## src/hw/rtl/shared_array_multi_stack_unit_defines.svh

```systemverilog
// Assertion macros for the shared array multi-stack unit.
// No dependencies. The files that assert take this header by include.
`ifndef SHARED_ARRAY_MULTI_STACK_UNIT_DEFINES_SVH
`define SHARED_ARRAY_MULTI_STACK_UNIT_DEFINES_SVH
`ifndef ASSERT_OFF
`define SAMS_ASSERT(lbl, clk, rst, prop, msg) \
   lbl: assert property (@(posedge clk) disable iff (rst) prop) else $error(msg);
`define SAMS_ASSERT_NEXT(lbl, clk, rst, pre, post, msg) \
   lbl: assert property (@(posedge clk) disable iff (rst) (pre) |=> (post)) else $error(msg);
`else
`define SAMS_ASSERT(lbl, clk, rst, prop, msg)
`define SAMS_ASSERT_NEXT(lbl, clk, rst, pre, post, msg)
`endif
`endif

```

## src/hw/rtl/sams_pkg.sv

```systemverilog
// Package for the shared array multi-stack unit: field widths, status codes,
// sequencer state and pass types. No dependencies.
package sams_pkg;

   localparam int KEY_W    = 32;
   localparam int INDEX_W  = 3;
   localparam int SIZE_W   = 6;
   localparam int STATUS_W = 2;

   typedef enum logic [STATUS_W-1:0] {
      STATUS_OK,
      STATUS_INVALID,
      STATUS_NO_ROOM,
      STATUS_EMPTY
   } status_type;

   typedef enum logic {
      KIND_PUSH,
      KIND_POP
   } kind_type;

   typedef enum logic [2:0] {
      PH_FIRST,
      PH_UP,
      PH_SECOND,
      PH_DOWN,
      PH_FINAL
   } phase_type;

   typedef enum logic [3:0] {
      ST_IDLE,
      ST_FETCH_CUR,
      ST_FETCH_LIM,
      ST_FETCH_BELOW,
      ST_DECIDE,
      ST_SHIFT_RD,
      ST_SHIFT_WR,
      ST_COMMIT,
      ST_ADVANCE,
      ST_POP_DATA,
      ST_PUSH_WR,
      ST_RESP
   } state_type;

endpackage

```

## src/hw/rtl/shared_array_multi_stack_unit.sv

```systemverilog
// Top level of the shared array multi-stack unit: sequencer, bounds tables and entry store.
// Depends on sams_pkg and shared_array_multi_stack_unit_defines.svh.
//
//   channel   direction  handshake             payload
//   req       in         req_valid/req_stall   req_kind, req_stack_index, req_key_in
//   rsp       out        rsp_valid/rsp_stall   rsp_status, rsp_key_out, rsp_stack_size
//
// A pop fetches the stack bounds, reads the top entry and responds; a push into a stack with
// room fetches its bounds and limit, then writes. A push into a full stack runs the relocation
// passes, in which each stack is examined and each moved entry is read, then written.
// Reset is synchronous and restores the equal slices at once; the store is not cleared.
// The unit takes no request until the response has been accepted by the receiver.
`include "shared_array_multi_stack_unit_defines.svh"

module shared_array_multi_stack_unit #(
   parameter int CAPACITY   = 32,
   parameter int NUM_STACKS = 4
) (
   input  logic                                 clock,
   input  logic                                 reset,
   input  logic                                 req_valid,
   output logic                                 req_stall,
   input  logic                                 req_kind,
   input  logic [sams_pkg::INDEX_W-1:0]         req_stack_index,
   input  logic signed [sams_pkg::KEY_W-1:0]    req_key_in,
   output logic                                 rsp_valid,
   input  logic                                 rsp_stall,
   output logic [sams_pkg::STATUS_W-1:0]        rsp_status,
   output logic signed [sams_pkg::KEY_W-1:0]    rsp_key_out,
   output logic [sams_pkg::SIZE_W-1:0]          rsp_stack_size
);

   localparam int PW    = $clog2(CAPACITY + 1);
   localparam int AW    = $clog2(CAPACITY);
   localparam int SW    = $clog2(NUM_STACKS);
   localparam int SLICE = CAPACITY / NUM_STACKS;

   sams_pkg::state_type  state_ff, state_in;
   sams_pkg::phase_type  phase_ff, phase_in;
   sams_pkg::status_type status_ff, status_in;

   logic [SW-1:0]                cur_ff, cur_in;
   logic [SW-1:0]                k_ff, k_in;
   logic                         kind_ff, kind_in;
   logic [sams_pkg::KEY_W-1:0]   key_ff, key_in;
   logic [PW-1:0]                ws_ff, ws_in;
   logic [PW-1:0]                we_ff, we_in;
   logic [PW-1:0]                lim_ff, lim_in;
   logic [PW-1:0]                bend_ff, bend_in;
   logic [PW-1:0]                ptr_ff, ptr_in;
   logic [sams_pkg::KEY_W-1:0]   rkey_ff, rkey_in;
   logic [sams_pkg::SIZE_W-1:0]  rsize_ff, rsize_in;

   logic [PW-1:0] start_ff [NUM_STACKS];
   logic [PW-1:0] end_ff   [NUM_STACKS];
   logic          tbl_we;
   logic [PW-1:0] tbl_start, tbl_end;

   logic [SW-1:0] sel;
   logic [PW-1:0] sel_start, sel_end;

   logic [sams_pkg::KEY_W-1:0] mem [CAPACITY];
   logic [sams_pkg::KEY_W-1:0] rd_ff;
   logic                       mem_we;
   logic [PW-1:0]              waddr_wide, raddr_wide;
   logic [sams_pkg::KEY_W-1:0] wdata;

   logic at_last, k_last, k_zero, full;

   assign sel_start = start_ff[sel];
   assign sel_end   = end_ff[sel];
   assign at_last   = (cur_ff == SW'(NUM_STACKS - 1));
   assign k_last    = (k_ff == SW'(NUM_STACKS - 1));
   assign k_zero    = (k_ff == '0);
   assign full      = (we_ff >= lim_ff);

   always_comb begin
      state_in  = state_ff;
      phase_in  = phase_ff;
      status_in = status_ff;
      cur_in    = cur_ff;
      k_in      = k_ff;
      kind_in   = kind_ff;
      key_in    = key_ff;
      ws_in     = ws_ff;
      we_in     = we_ff;
      lim_in    = lim_ff;
      bend_in   = bend_ff;
      ptr_in    = ptr_ff;
      rkey_in   = rkey_ff;
      rsize_in  = rsize_ff;
      sel       = cur_ff;
      tbl_we    = 1'b0;
      tbl_start = ws_ff;
      tbl_end   = we_ff;
      mem_we    = 1'b0;
      waddr_wide = we_ff;
      wdata     = key_ff;
      raddr_wide = ptr_ff;
      req_stall = 1'b1;
      rsp_valid = 1'b0;

      unique case (state_ff)
         sams_pkg::ST_IDLE: begin
            req_stall = 1'b0;
            if (req_valid) begin
               kind_in  = req_kind;
               key_in   = req_key_in;
               k_in     = req_stack_index[SW-1:0];
               cur_in   = req_stack_index[SW-1:0];
               phase_in = sams_pkg::PH_FIRST;
               rkey_in  = '0;
               rsize_in = '0;
               if (32'(req_stack_index) >= NUM_STACKS) begin
                  status_in = sams_pkg::STATUS_INVALID;
                  state_in  = sams_pkg::ST_RESP;
               end else begin
                  state_in = sams_pkg::ST_FETCH_CUR;
               end
            end
         end
         sams_pkg::ST_FETCH_CUR: begin
            ws_in      = sel_start;
            we_in      = sel_end;
            raddr_wide = sel_end - PW'(1);
            if (kind_ff == sams_pkg::KIND_POP) begin
               if (sel_end == sel_start) begin
                  status_in = sams_pkg::STATUS_EMPTY;
                  state_in  = sams_pkg::ST_RESP;
               end else begin
                  state_in = sams_pkg::ST_POP_DATA;
               end
            end else if (phase_ff == sams_pkg::PH_DOWN) begin
               state_in = sams_pkg::ST_FETCH_BELOW;
            end else begin
               state_in = sams_pkg::ST_FETCH_LIM;
            end
         end
         sams_pkg::ST_FETCH_LIM: begin
            if (!at_last) begin
               sel = cur_ff + SW'(1);
            end
            lim_in   = at_last ? PW'(CAPACITY) : sel_start;
            state_in = sams_pkg::ST_DECIDE;
         end
         sams_pkg::ST_FETCH_BELOW: begin
            sel      = cur_ff - SW'(1);
            bend_in  = sel_end;
            state_in = sams_pkg::ST_DECIDE;
         end
         sams_pkg::ST_DECIDE: begin
            case (phase_ff)
               sams_pkg::PH_FIRST: begin
                  if (!full) begin
                     state_in = sams_pkg::ST_PUSH_WR;
                  end else if (k_last) begin
                     phase_in = sams_pkg::PH_SECOND;
                     state_in = sams_pkg::ST_FETCH_CUR;
                  end else begin
                     phase_in = sams_pkg::PH_UP;
                     cur_in   = SW'(NUM_STACKS - 1);
                     state_in = sams_pkg::ST_FETCH_CUR;
                  end
               end
               sams_pkg::PH_UP: begin
                  if (full) begin
                     state_in = sams_pkg::ST_ADVANCE;
                  end else if (we_ff > ws_ff) begin
                     ptr_in   = we_ff;
                     state_in = sams_pkg::ST_SHIFT_RD;
                  end else begin
                     state_in = sams_pkg::ST_COMMIT;
                  end
               end
               sams_pkg::PH_DOWN: begin
                  if (bend_ff >= ws_ff) begin
                     state_in = sams_pkg::ST_ADVANCE;
                  end else if (we_ff > ws_ff) begin
                     ptr_in   = ws_ff;
                     state_in = sams_pkg::ST_SHIFT_RD;
                  end else begin
                     state_in = sams_pkg::ST_COMMIT;
                  end
               end
               default: begin
                  if (!full) begin
                     state_in = sams_pkg::ST_PUSH_WR;
                  end else if (phase_ff == sams_pkg::PH_SECOND && !k_zero) begin
                     phase_in = sams_pkg::PH_DOWN;
                     cur_in   = SW'(1);
                     state_in = sams_pkg::ST_FETCH_CUR;
                  end else begin
                     status_in = sams_pkg::STATUS_NO_ROOM;
                     rsize_in  = sams_pkg::SIZE_W'(we_ff - ws_ff);
                     state_in  = sams_pkg::ST_RESP;
                  end
               end
            endcase
         end
         sams_pkg::ST_SHIFT_RD: begin
            raddr_wide = (phase_ff == sams_pkg::PH_UP) ? ptr_ff - PW'(1) : ptr_ff;
            state_in   = sams_pkg::ST_SHIFT_WR;
         end
         sams_pkg::ST_SHIFT_WR: begin
            mem_we = 1'b1;
            wdata  = rd_ff;
            if (phase_ff == sams_pkg::PH_UP) begin
               waddr_wide = ptr_ff;
               ptr_in     = ptr_ff - PW'(1);
               state_in   = (ptr_ff - PW'(1) > ws_ff) ? sams_pkg::ST_SHIFT_RD
                                                     : sams_pkg::ST_COMMIT;
            end else begin
               waddr_wide = ptr_ff - PW'(1);
               ptr_in     = ptr_ff + PW'(1);
               state_in   = (ptr_ff + PW'(1) < we_ff) ? sams_pkg::ST_SHIFT_RD
                                                     : sams_pkg::ST_COMMIT;
            end
         end
         sams_pkg::ST_COMMIT: begin
            tbl_we = 1'b1;
            if (phase_ff == sams_pkg::PH_UP) begin
               tbl_start = ws_ff + PW'(1);
               tbl_end   = we_ff + PW'(1);
            end else begin
               tbl_start = ws_ff - PW'(1);
               tbl_end   = we_ff - PW'(1);
            end
            state_in = sams_pkg::ST_ADVANCE;
         end
         sams_pkg::ST_ADVANCE: begin
            state_in = sams_pkg::ST_FETCH_CUR;
            if (phase_ff == sams_pkg::PH_UP) begin
               if ({1'b0, cur_ff} > {1'b0, k_ff} + (SW+1)'(1)) begin
                  cur_in = cur_ff - SW'(1);
               end else begin
                  phase_in = sams_pkg::PH_SECOND;
                  cur_in   = k_ff;
               end
            end else begin
               if (cur_ff < k_ff) begin
                  cur_in = cur_ff + SW'(1);
               end else begin
                  // The final check after the downward pass rejects when still full.
                  phase_in = sams_pkg::PH_FINAL;
                  cur_in   = k_ff;
               end
            end
         end
         sams_pkg::ST_POP_DATA: begin
            tbl_we    = 1'b1;
            tbl_end   = we_ff - PW'(1);
            rkey_in   = rd_ff;
            rsize_in  = sams_pkg::SIZE_W'(we_ff - PW'(1) - ws_ff);
            status_in = sams_pkg::STATUS_OK;
            state_in  = sams_pkg::ST_RESP;
         end
         sams_pkg::ST_PUSH_WR: begin
            mem_we     = 1'b1;
            waddr_wide = we_ff;
            wdata      = key_ff;
            tbl_we     = 1'b1;
            tbl_end    = we_ff + PW'(1);
            rsize_in   = sams_pkg::SIZE_W'(we_ff + PW'(1) - ws_ff);
            status_in  = sams_pkg::STATUS_OK;
            state_in   = sams_pkg::ST_RESP;
         end
         sams_pkg::ST_RESP: begin
            rsp_valid = 1'b1;
            if (!rsp_stall) begin
               state_in = sams_pkg::ST_IDLE;
            end
         end
         default: begin
            state_in = sams_pkg::ST_IDLE;
         end
      endcase
   end

   always_ff @(posedge clock) begin
      if (reset) begin
         state_ff <= sams_pkg::ST_IDLE;
         phase_ff <= sams_pkg::PH_FIRST;
         for (int i = 0; i < NUM_STACKS; i++) begin
            start_ff[i] <= PW'(i * SLICE);
            end_ff[i]   <= PW'(i * SLICE);
         end
      end else begin
         state_ff <= state_in;
         phase_ff <= phase_in;
         if (tbl_we) begin
            start_ff[cur_ff] <= tbl_start;
            end_ff[cur_ff]   <= tbl_end;
         end
      end
   end

   always_ff @(posedge clock) begin
      status_ff <= status_in;
      cur_ff    <= cur_in;
      k_ff      <= k_in;
      kind_ff   <= kind_in;
      key_ff    <= key_in;
      ws_ff     <= ws_in;
      we_ff     <= we_in;
      lim_ff    <= lim_in;
      bend_ff   <= bend_in;
      ptr_ff    <= ptr_in;
      rkey_ff   <= rkey_in;
      rsize_ff  <= rsize_in;
   end

   always_ff @(posedge clock) begin
      if (mem_we) begin
         mem[waddr_wide[AW-1:0]] <= wdata;
      end
      rd_ff <= mem[raddr_wide[AW-1:0]];
   end

   assign rsp_status     = status_ff;
   assign rsp_key_out    = rkey_ff;
   assign rsp_stack_size = rsize_ff;

   `SAMS_ASSERT_NEXT(a_busy_after_accept, clock, reset, req_valid && !req_stall, req_stall, "request taken while busy")
   `SAMS_ASSERT(a_store_in_range, clock, reset, mem_we |-> (waddr_wide < PW'(CAPACITY)), "store write out of range")
   `SAMS_ASSERT(a_bounds_ordered, clock, reset, tbl_we |-> (tbl_start <= tbl_end), "stack bounds inverted")
   `SAMS_ASSERT(a_key_zero_on_fail, clock, reset, (rsp_valid && status_ff != sams_pkg::STATUS_OK) |-> (rkey_ff == '0), "key returned on failure")
   `SAMS_ASSERT(a_size_zero_invalid, clock, reset, (rsp_valid && (status_ff == sams_pkg::STATUS_INVALID || status_ff == sams_pkg::STATUS_EMPTY)) |-> (rsize_ff == '0), "size on failed access")

endmodule
```

## config.mk

```make
export PLATFORM = sky130hd
export DESIGN_NAME = shared_array_multi_stack_unit
export DESIGN_NICKNAME = d
export VERILOG_FILES = /design/src/hw/rtl/sams_pkg.sv /design/src/hw/rtl/shared_array_multi_stack_unit.sv
export VERILOG_INCLUDE_DIRS = /design/src /design/src/hw/rtl
export SDC_FILE = /design/constraint.sdc
export NUM_CORES = 2
export LEC_CHECK = 0
export BUFFER_PORTS_ARGS = -buffer_cell sky130_fd_sc_hd__buf_2
export CAP_MARGIN = 15
export CELL_PAD_IN_SITES_DETAIL_PLACEMENT = 1
export CELL_PAD_IN_SITES_GLOBAL_PLACEMENT = 2
export CORE_UTILIZATION = 32
export DETAILED_ROUTE_END_ITERATION = 8
export PLACE_DENSITY_LB_ADDON = 0.1
export SLEW_MARGIN = 0
export SYNTH_ARGS = -nofsm -noshare
export SYNTH_HDL_FRONTEND = slang
export SYNTH_SLANG_ARGS = --single-unit
```

## constraint.sdc

```tcl
create_clock -name clock -period 13.4 [get_ports clock]
set_input_delay 2.01 -clock clock [delete_from_list [all_inputs] [get_ports clock]]
set_output_delay 2.01 -clock clock [all_outputs]
set_load 0.03 [all_outputs]
```

After elaboration in Yosys (flattened, before gate mapping)

Memories as Yosys holds them, arrays and structs flattened. A register that Yosys moved wholly into a read port is not among the register bits.
Cells that the tools add are included.

Memories: 3
Register bits: 114
Bits in writable memories: 1072
Output and inout port bits: 42

Equality and inequality tests: 35
Multiplexer cells: 87
Add/sub/neg operators: 13
Reduce and logical (&&, ||, !) cells: 26
$lt $le $gt $ge: 8

Memories:

| memory   | words | width | read ports | clocked after Yosys merged registers in | write ports | line                                | RTL |
|---|---|---|---|---|---|---|---|
| mem      | 32    | 32    | 1          | 1                                       | 1           | shared_array_multi_stack_unit.sv:62 | `logic [sams_pkg::KEY_W-1:0] mem [CAPACITY];` |
| end_ff   | 4     | 6     | 1          | 0                                       | 4           | shared_array_multi_stack_unit.sv:55 | `logic [PW-1:0] end_ff [NUM_STACKS];` |
| start_ff | 4     | 6     | 1          | 0                                       | 4           | shared_array_multi_stack_unit.sv:54 | `logic [PW-1:0] start_ff [NUM_STACKS];` |

Operator list:

| kind                                                               | number |
|---|---|
| 6-bit two-way mux                                                  | 14 |
| 32-bit two-way mux                                                 | 2 |
| 32-bit case mux with 2 select lines                                | 1 |
| 2-bit two-way mux                                                  | 24 |
| 4-bit case mux with 10 select lines                                | 1 |
| 4-bit two-way mux                                                  | 9 |
| 3-bit != test, second input constant                               | 9 |
| 6-bit case mux with 2 select lines                                 | 2 |
| 6-bit case mux with 4 select lines                                 | 1 |
| 3-bit two-way mux                                                  | 7 |
| 6-bit by 1-bit adder with 6-bit output, second input constant      | 3 |
| 2-bit != test, second input constant                               | 9 |
| 6-bit case mux with 3 select lines                                 | 1 |
| 6-bit by 1-bit subtractor with 6-bit output, second input constant | 3 |
| 6-bit subtractor                                                   | 3 |
| 4-bit by 3-bit == test with 1-bit output, second input constant    | 4 |
| 4-bit == test, second input constant                               | 4 |
| 5-bit two-way mux                                                  | 3 |
| 1-bit two-way mux                                                  | 14 |
| 6-bit greater-or-equal comparator                                  | 2 |
| 6-bit greater-than comparator                                      | 2 |
| 4-bit case mux with 3 select lines                                 | 1 |
| 6-bit AND reduction                                                | 2 |
| 6-bit OR reduction                                                 | 2 |
| other kinds (34)                                                   | 46 |

Logic depth before layout (Yosys ltp)

Depth in word-level cells: 8
Mapped depth: 18

Worst setup path after synthesis

OpenSTA, ideal clock, no wires.

Path type: register to register
Start point: reg cur_ff[0]
End point: reg rd_ff[10] (netlist name) (read register of mem)
Slack: 9.163 ns
Setup time: 0.081 ns
Path buffers: 5
Data required time: 13.319 ns
Stages on the path, launching flop included: 19
Arrival time: 4.156 ns
Path through: edfxtp_1 -> clkbuf_1 -> inv_1 -> ha_1 -> mux2_2 -> mux2i_4 -> buf_6 -> mux4_2 -> inv_1 -> ha_1 -> a2bb2oi_1 -> nand2_2 -> buf_2 -> clkbuf_1 -> clkbuf_1 -> nand2_1 -> a311oi_1 -> o21ai_0 -> a41oi_1

Word-level cells in the longest chain between the ends: 6
Elaborated cells on any way between the ends: 8
Those cells by class: add/sub: 3; eq/ne: 1; mux: 3; memory: 1

RTL lines:

| what                                                                           | line                                                                      | RTL |
|---|---|---|
| start, declared                                                                | shared_array_multi_stack_unit.sv:42                                       | `logic [SW-1:0] cur_ff, cur_in;` |
| start signal, assigned                                                         | shared_array_multi_stack_unit.sv:299                                      | `cur_ff <= cur_in;` |
| 2-bit by 1-bit adder with 2-bit output / 2-bit == test (equally long branches) | shared_array_multi_stack_unit.sv:141, shared_array_multi_stack_unit.sv:72 |  |
| 2-bit two-way mux                                                              | shared_array_multi_stack_unit.sv:140                                      | `if (!at_last) begin` |
| 2-bit case mux with 2 select lines *                                           | shared_array_multi_stack_unit.sv:103                                      | `unique case (state_ff)` |
| memory 4 x 6 bit *                                                             | --                                                                        |  |
| via sel_end[1]                                                                 | shared_array_multi_stack_unit.sv:60                                       | `logic [PW-1:0] sel_start, sel_end;` |
| 5-bit by 1-bit subtractor with 5-bit output *                                  | shared_array_multi_stack_unit.sv:125                                      | `raddr_wide = sel_end - PW'(1);` |
| 5-bit case mux with 2 select lines *                                           | shared_array_multi_stack_unit.sv:103                                      |  |
| end, declared                                                                  | shared_array_multi_stack_unit.sv:63                                       | `logic [sams_pkg::KEY_W-1:0] rd_ff;` |

The timed path passes the listed nets; every way through them passes the cells marked *.
A chain may end at the register's enable or synchronous reset.

Worst setup path after layout

Start point: reg cur_ff[0]
End point: reg rd_ff[16] (netlist name) (read register of mem)

Same word-level chain as after synthesis.

==> results by group <==
Place
  • Setup WS pre-CTS: approximately 6.6 ns
  • HPWL after detailed placement: about 90 mm
  • Final RePlAce weighted congestion: 0.751
  • Number of I/O port buffers: ~80

CTS
  • Sink Count: around 1,200
  • PostCTS Resize Cnt: 0
  • Root Driver: clkbuf_16
  • Clk_lat worst skew: approximately 0.78 ns
  • Hold-fix buffers, CTS: 0
  • Htree depth: 4
  • CTS tree: done
  • Setup bufs post-CTS: 0
  • Clock-pin slew on the worst setup and hold paths: approximately 0.060 ns
  • Worst-case clock buffer depth: 3
  • Number of CTS-inserted buffers: 141

Pwr
  • P_leak: 20.5 nW
  • Peak supply drop: between 200 and 250 µV
  • PwrDens: around 240 nW/µm²

Synthesis
  • Yosys top cell area share: between 70% and 80%
  • Mean post-synth cell area: between 10 and 15 µm²
  • Top cell type by total area after synthesis: edfxtp_1
  • Mapped Cells: around 3,700
  • Yosys cell types: 66
  • Post-synth EDFFs: 1,179
  • Post-synth top flop: edfxtp_1
  • Area of the mapped netlist: ~50,000 µm²
  • Asr flop ratio synth: 0%
  • Syn nets: about 3,800
  • Register bit count reported by yosys: between 1,000 and 1,500
  • Area contributors post-synth: edfxtp_1 70%, nand2_1 6.7%, mux2i_1 4.7%
  • Yosys Warn Count: 0
  • Register area share after synthesis: a little under three quarters

STA
  • Count of final max-slew check failures: 0
  • Setup_tns: 0 ns
  • Min cycle time layout: approximately 6.8 ns
  • # setup viols final: 0
  • Maximum clock rate: between 0.1 and 0.15 GHz
  • Final worst setup slack: around 6.6 ns
  • Slew headroom: 24.3%
  • Hold WS: slightly below 0.5 ns
  • RSZ-0062 raised after global routing: no
  • Slew @ Worst Pin: around 1.1 ns
  • Max Clock Skew: between 0.03 and 0.04 ns
  • Final Hold Fails: 0
  • Tcrit/Tclk final: ~51%

Global routing
  • GR Overflow Total: 0
  • Initial antenna violation count: 9
  • Largest net degree at the start of global routing: 159
  • Gr usage total: 21.4%
  • Vias in the first global route: around 32,000
  • Global-route wire length before repair: around 240 mm

Floorplanning
  • Rows: 145
  • Initial Util: 32.3%
  • IO Pins: just over 80
  • Die extent in x: 399 µm
  • Die ar.: about 160,000 µm²
  • Core ar.: approximately 160,000 µm²
  • Die Y: 399 µm

Critical path
  • CP cell instances: inv_1 -> ha_1 -> mux2_2 -> mux2i_4 -> buf_4 -> mux2i_1 -> mux2i_1 -> inv_1 -> ha_1 -> a2bb2oi_1 -> and2_4 -> buf_12 -> buf_4 -> nand2_1 -> and3_1 -> a311oi_1 -> o21ai_0 -> a41oi_1
  • Data required, critical path: 14.09 ns
  • Slowest stage delay, CP: between 0.8 and 0.9 ns
  • Setup CP Type: flip-flop to flip-flop
  • CP arrival: roughly 7.5 ns
  • CP endpoint kind: flip-flop
  • Slowest cell on crit path: and2_4
  • Worst-path fanout max: 158
  • Crit path launch type: flip-flop

Route
  • DRT Wirelength: between 150 and 200 mm
  • Avg WL per Cell: 28.5 µm
  • Via count: around 31,000
  • Vias per cell: approximately 5.2
  • DRC violations left: 0
  • DRT iter0 DRCs: 2,466
  • DRT antenna net count: 0
  • DRT Pass-1 Iters: 5

Layout
  • Most frequent cells in the layout: 1,179 x edfxtp_1, 900 x nand2_1, 262 x nand3_1, 234 x mux2i_1, 158 x and3_1
  • # fillers: around 16,000
  • Share of post-route cells with drive strength above 1: a little under an eighth
  • Area delta synth->final: 15.2%
  • FF+latch area: between 30,000 and 40,000 µm²
  • Area of the multi-input gates: around 14,000 µm²
  • Leading cell type in the layout, fill and taps excluded: edfxtp_1
  • Nets@finish: 3,906

Outcome
  • Outcome: finished, final reports clean

Hold path
  • Hold Path Class: flip-flop to flip-flop

Flow run
  • Max-cap check violation count: 0
## per-stage QoR
stage	power, mW	cell area [µm²]	util (%)	instances
floorplan	8.31	50500	-	3735
global placement	10.3	53500	34.2	5723
detailed placement	10.3	53500	34.2	5723
CTS	14.2	58100	37.2	5982
global route	14.8	58200	37.2	5985
finish	14.0	58200	37.2	5986
## synth_stat cells (9+ instances only)
cell type and n:
a21o_1 14, a21oi_1 52, a311oi_1 95, a41oi_1 31, and3_1 160, buf_1 17, buf_2 37, clkbuf_1 168
dfxtp_1 39, edfxtp_1 1179, ha_1 52, inv_1 42, mux2_2 34, mux2i_1 235, mux4_2 9, nand2_1 900
nand2b_1 10, nand3_1 263, nor2_1 124, nor2b_1 15, nor3_1 23, o21ai_0 62, o22ai_1 10, o32ai_1 32
xnor2_1 24, xor2_1 16
## power by group
group | internal [mW] | switching (mW) | leakage, nW
logic | 1.61 | 3.61 | 7.28
clock network | 2.26 | 1.60 | 2.25
registers | 4.75 | 0.202 | 11.0
total | 8.62 | 5.41 | 20.5
## final cells by class
class / instances / share of cell area [%]
clock inverters: 57 / 0.998
flip-flops and latches: 1218 / 62.2
multi-input cells: 2243 / 23.3
well taps: 2058 / 4.42
inverters: 44 / 0.284
diodes: 1 / 0.00430
repair buffers: 163 / 1.92
clock buffers: 202 / 6.92
## kinds of logic after synthesis
logic type,share of synthesized area [%]
adders and majority gates,1.41
buffers and inverters,2.20
muxes,5.86
DFF,71.7
and+or+nand+nor,13.1
AOI/OAI and AO/OA,5.09
xor gates and xnor gates,0.694
## per-layer routing
layer | GRT usage [%] | up-vias | share of wire (%)
li1 | - | 14016 | -
met1 | 29.9 | 16325 | 47
met2 | 34.7 | 601 | 47
met3 | 3.31 | 209 | 3.8
met4 | 5.52 | 0 | 2.2
met5 | 0 | - | 0
## worst max-delay path: cells and delay by family, from the launching register on
kind | cells | cell delay [ns]
flip-flops | 1 | 0.55
buffers and inverters | 5 | 1.89
multiplexers | 4 | 1.10
AND/OR/NAND/NOR | 3 | 1.10
AO/OA/AOI/OAI | 4 | 1.11
adder cells (fa/ha/maj) | 2 | 0.71
## path summary, 6_finish.rpt
check,startpoint,end,slack [ns],depth (start not counted)
min reg2reg,phase_ff[0]$_SDFFE_PP0P_,phase_ff[0]$_SDFFE_PP0P_,0.49,2
min,phase_ff[0]$_SDFFE_PP0P_,phase_ff[0]$_SDFFE_PP0P_,0.49,2
max,cur_ff[0]$_DFFE_PP_,rd_ff[16]$_DFF_P_,6.60,18
max reg2reg,cur_ff[0]$_DFFE_PP_,rd_ff[16]$_DFF_P_,6.60,18
## state kept, by name, summed over array words and instances (netlist names)
signal / count
lim_ff: 6
rd_ff: 32
key_ff: 32
bend_ff: 6
mem: 1024
end_ff: 24
cur_ff: 2
rsp_key_out: 32
state_ff: 4
rsp_stack_size: 6
we_ff: 6
k_ff: 2
rsp_status: 2
start_ff: 24
kind_ff: 1
ws_ff: 6
phase_ff: 3
ptr_ff: 6
Note: power is estimated with default switching activity, not from simulation.
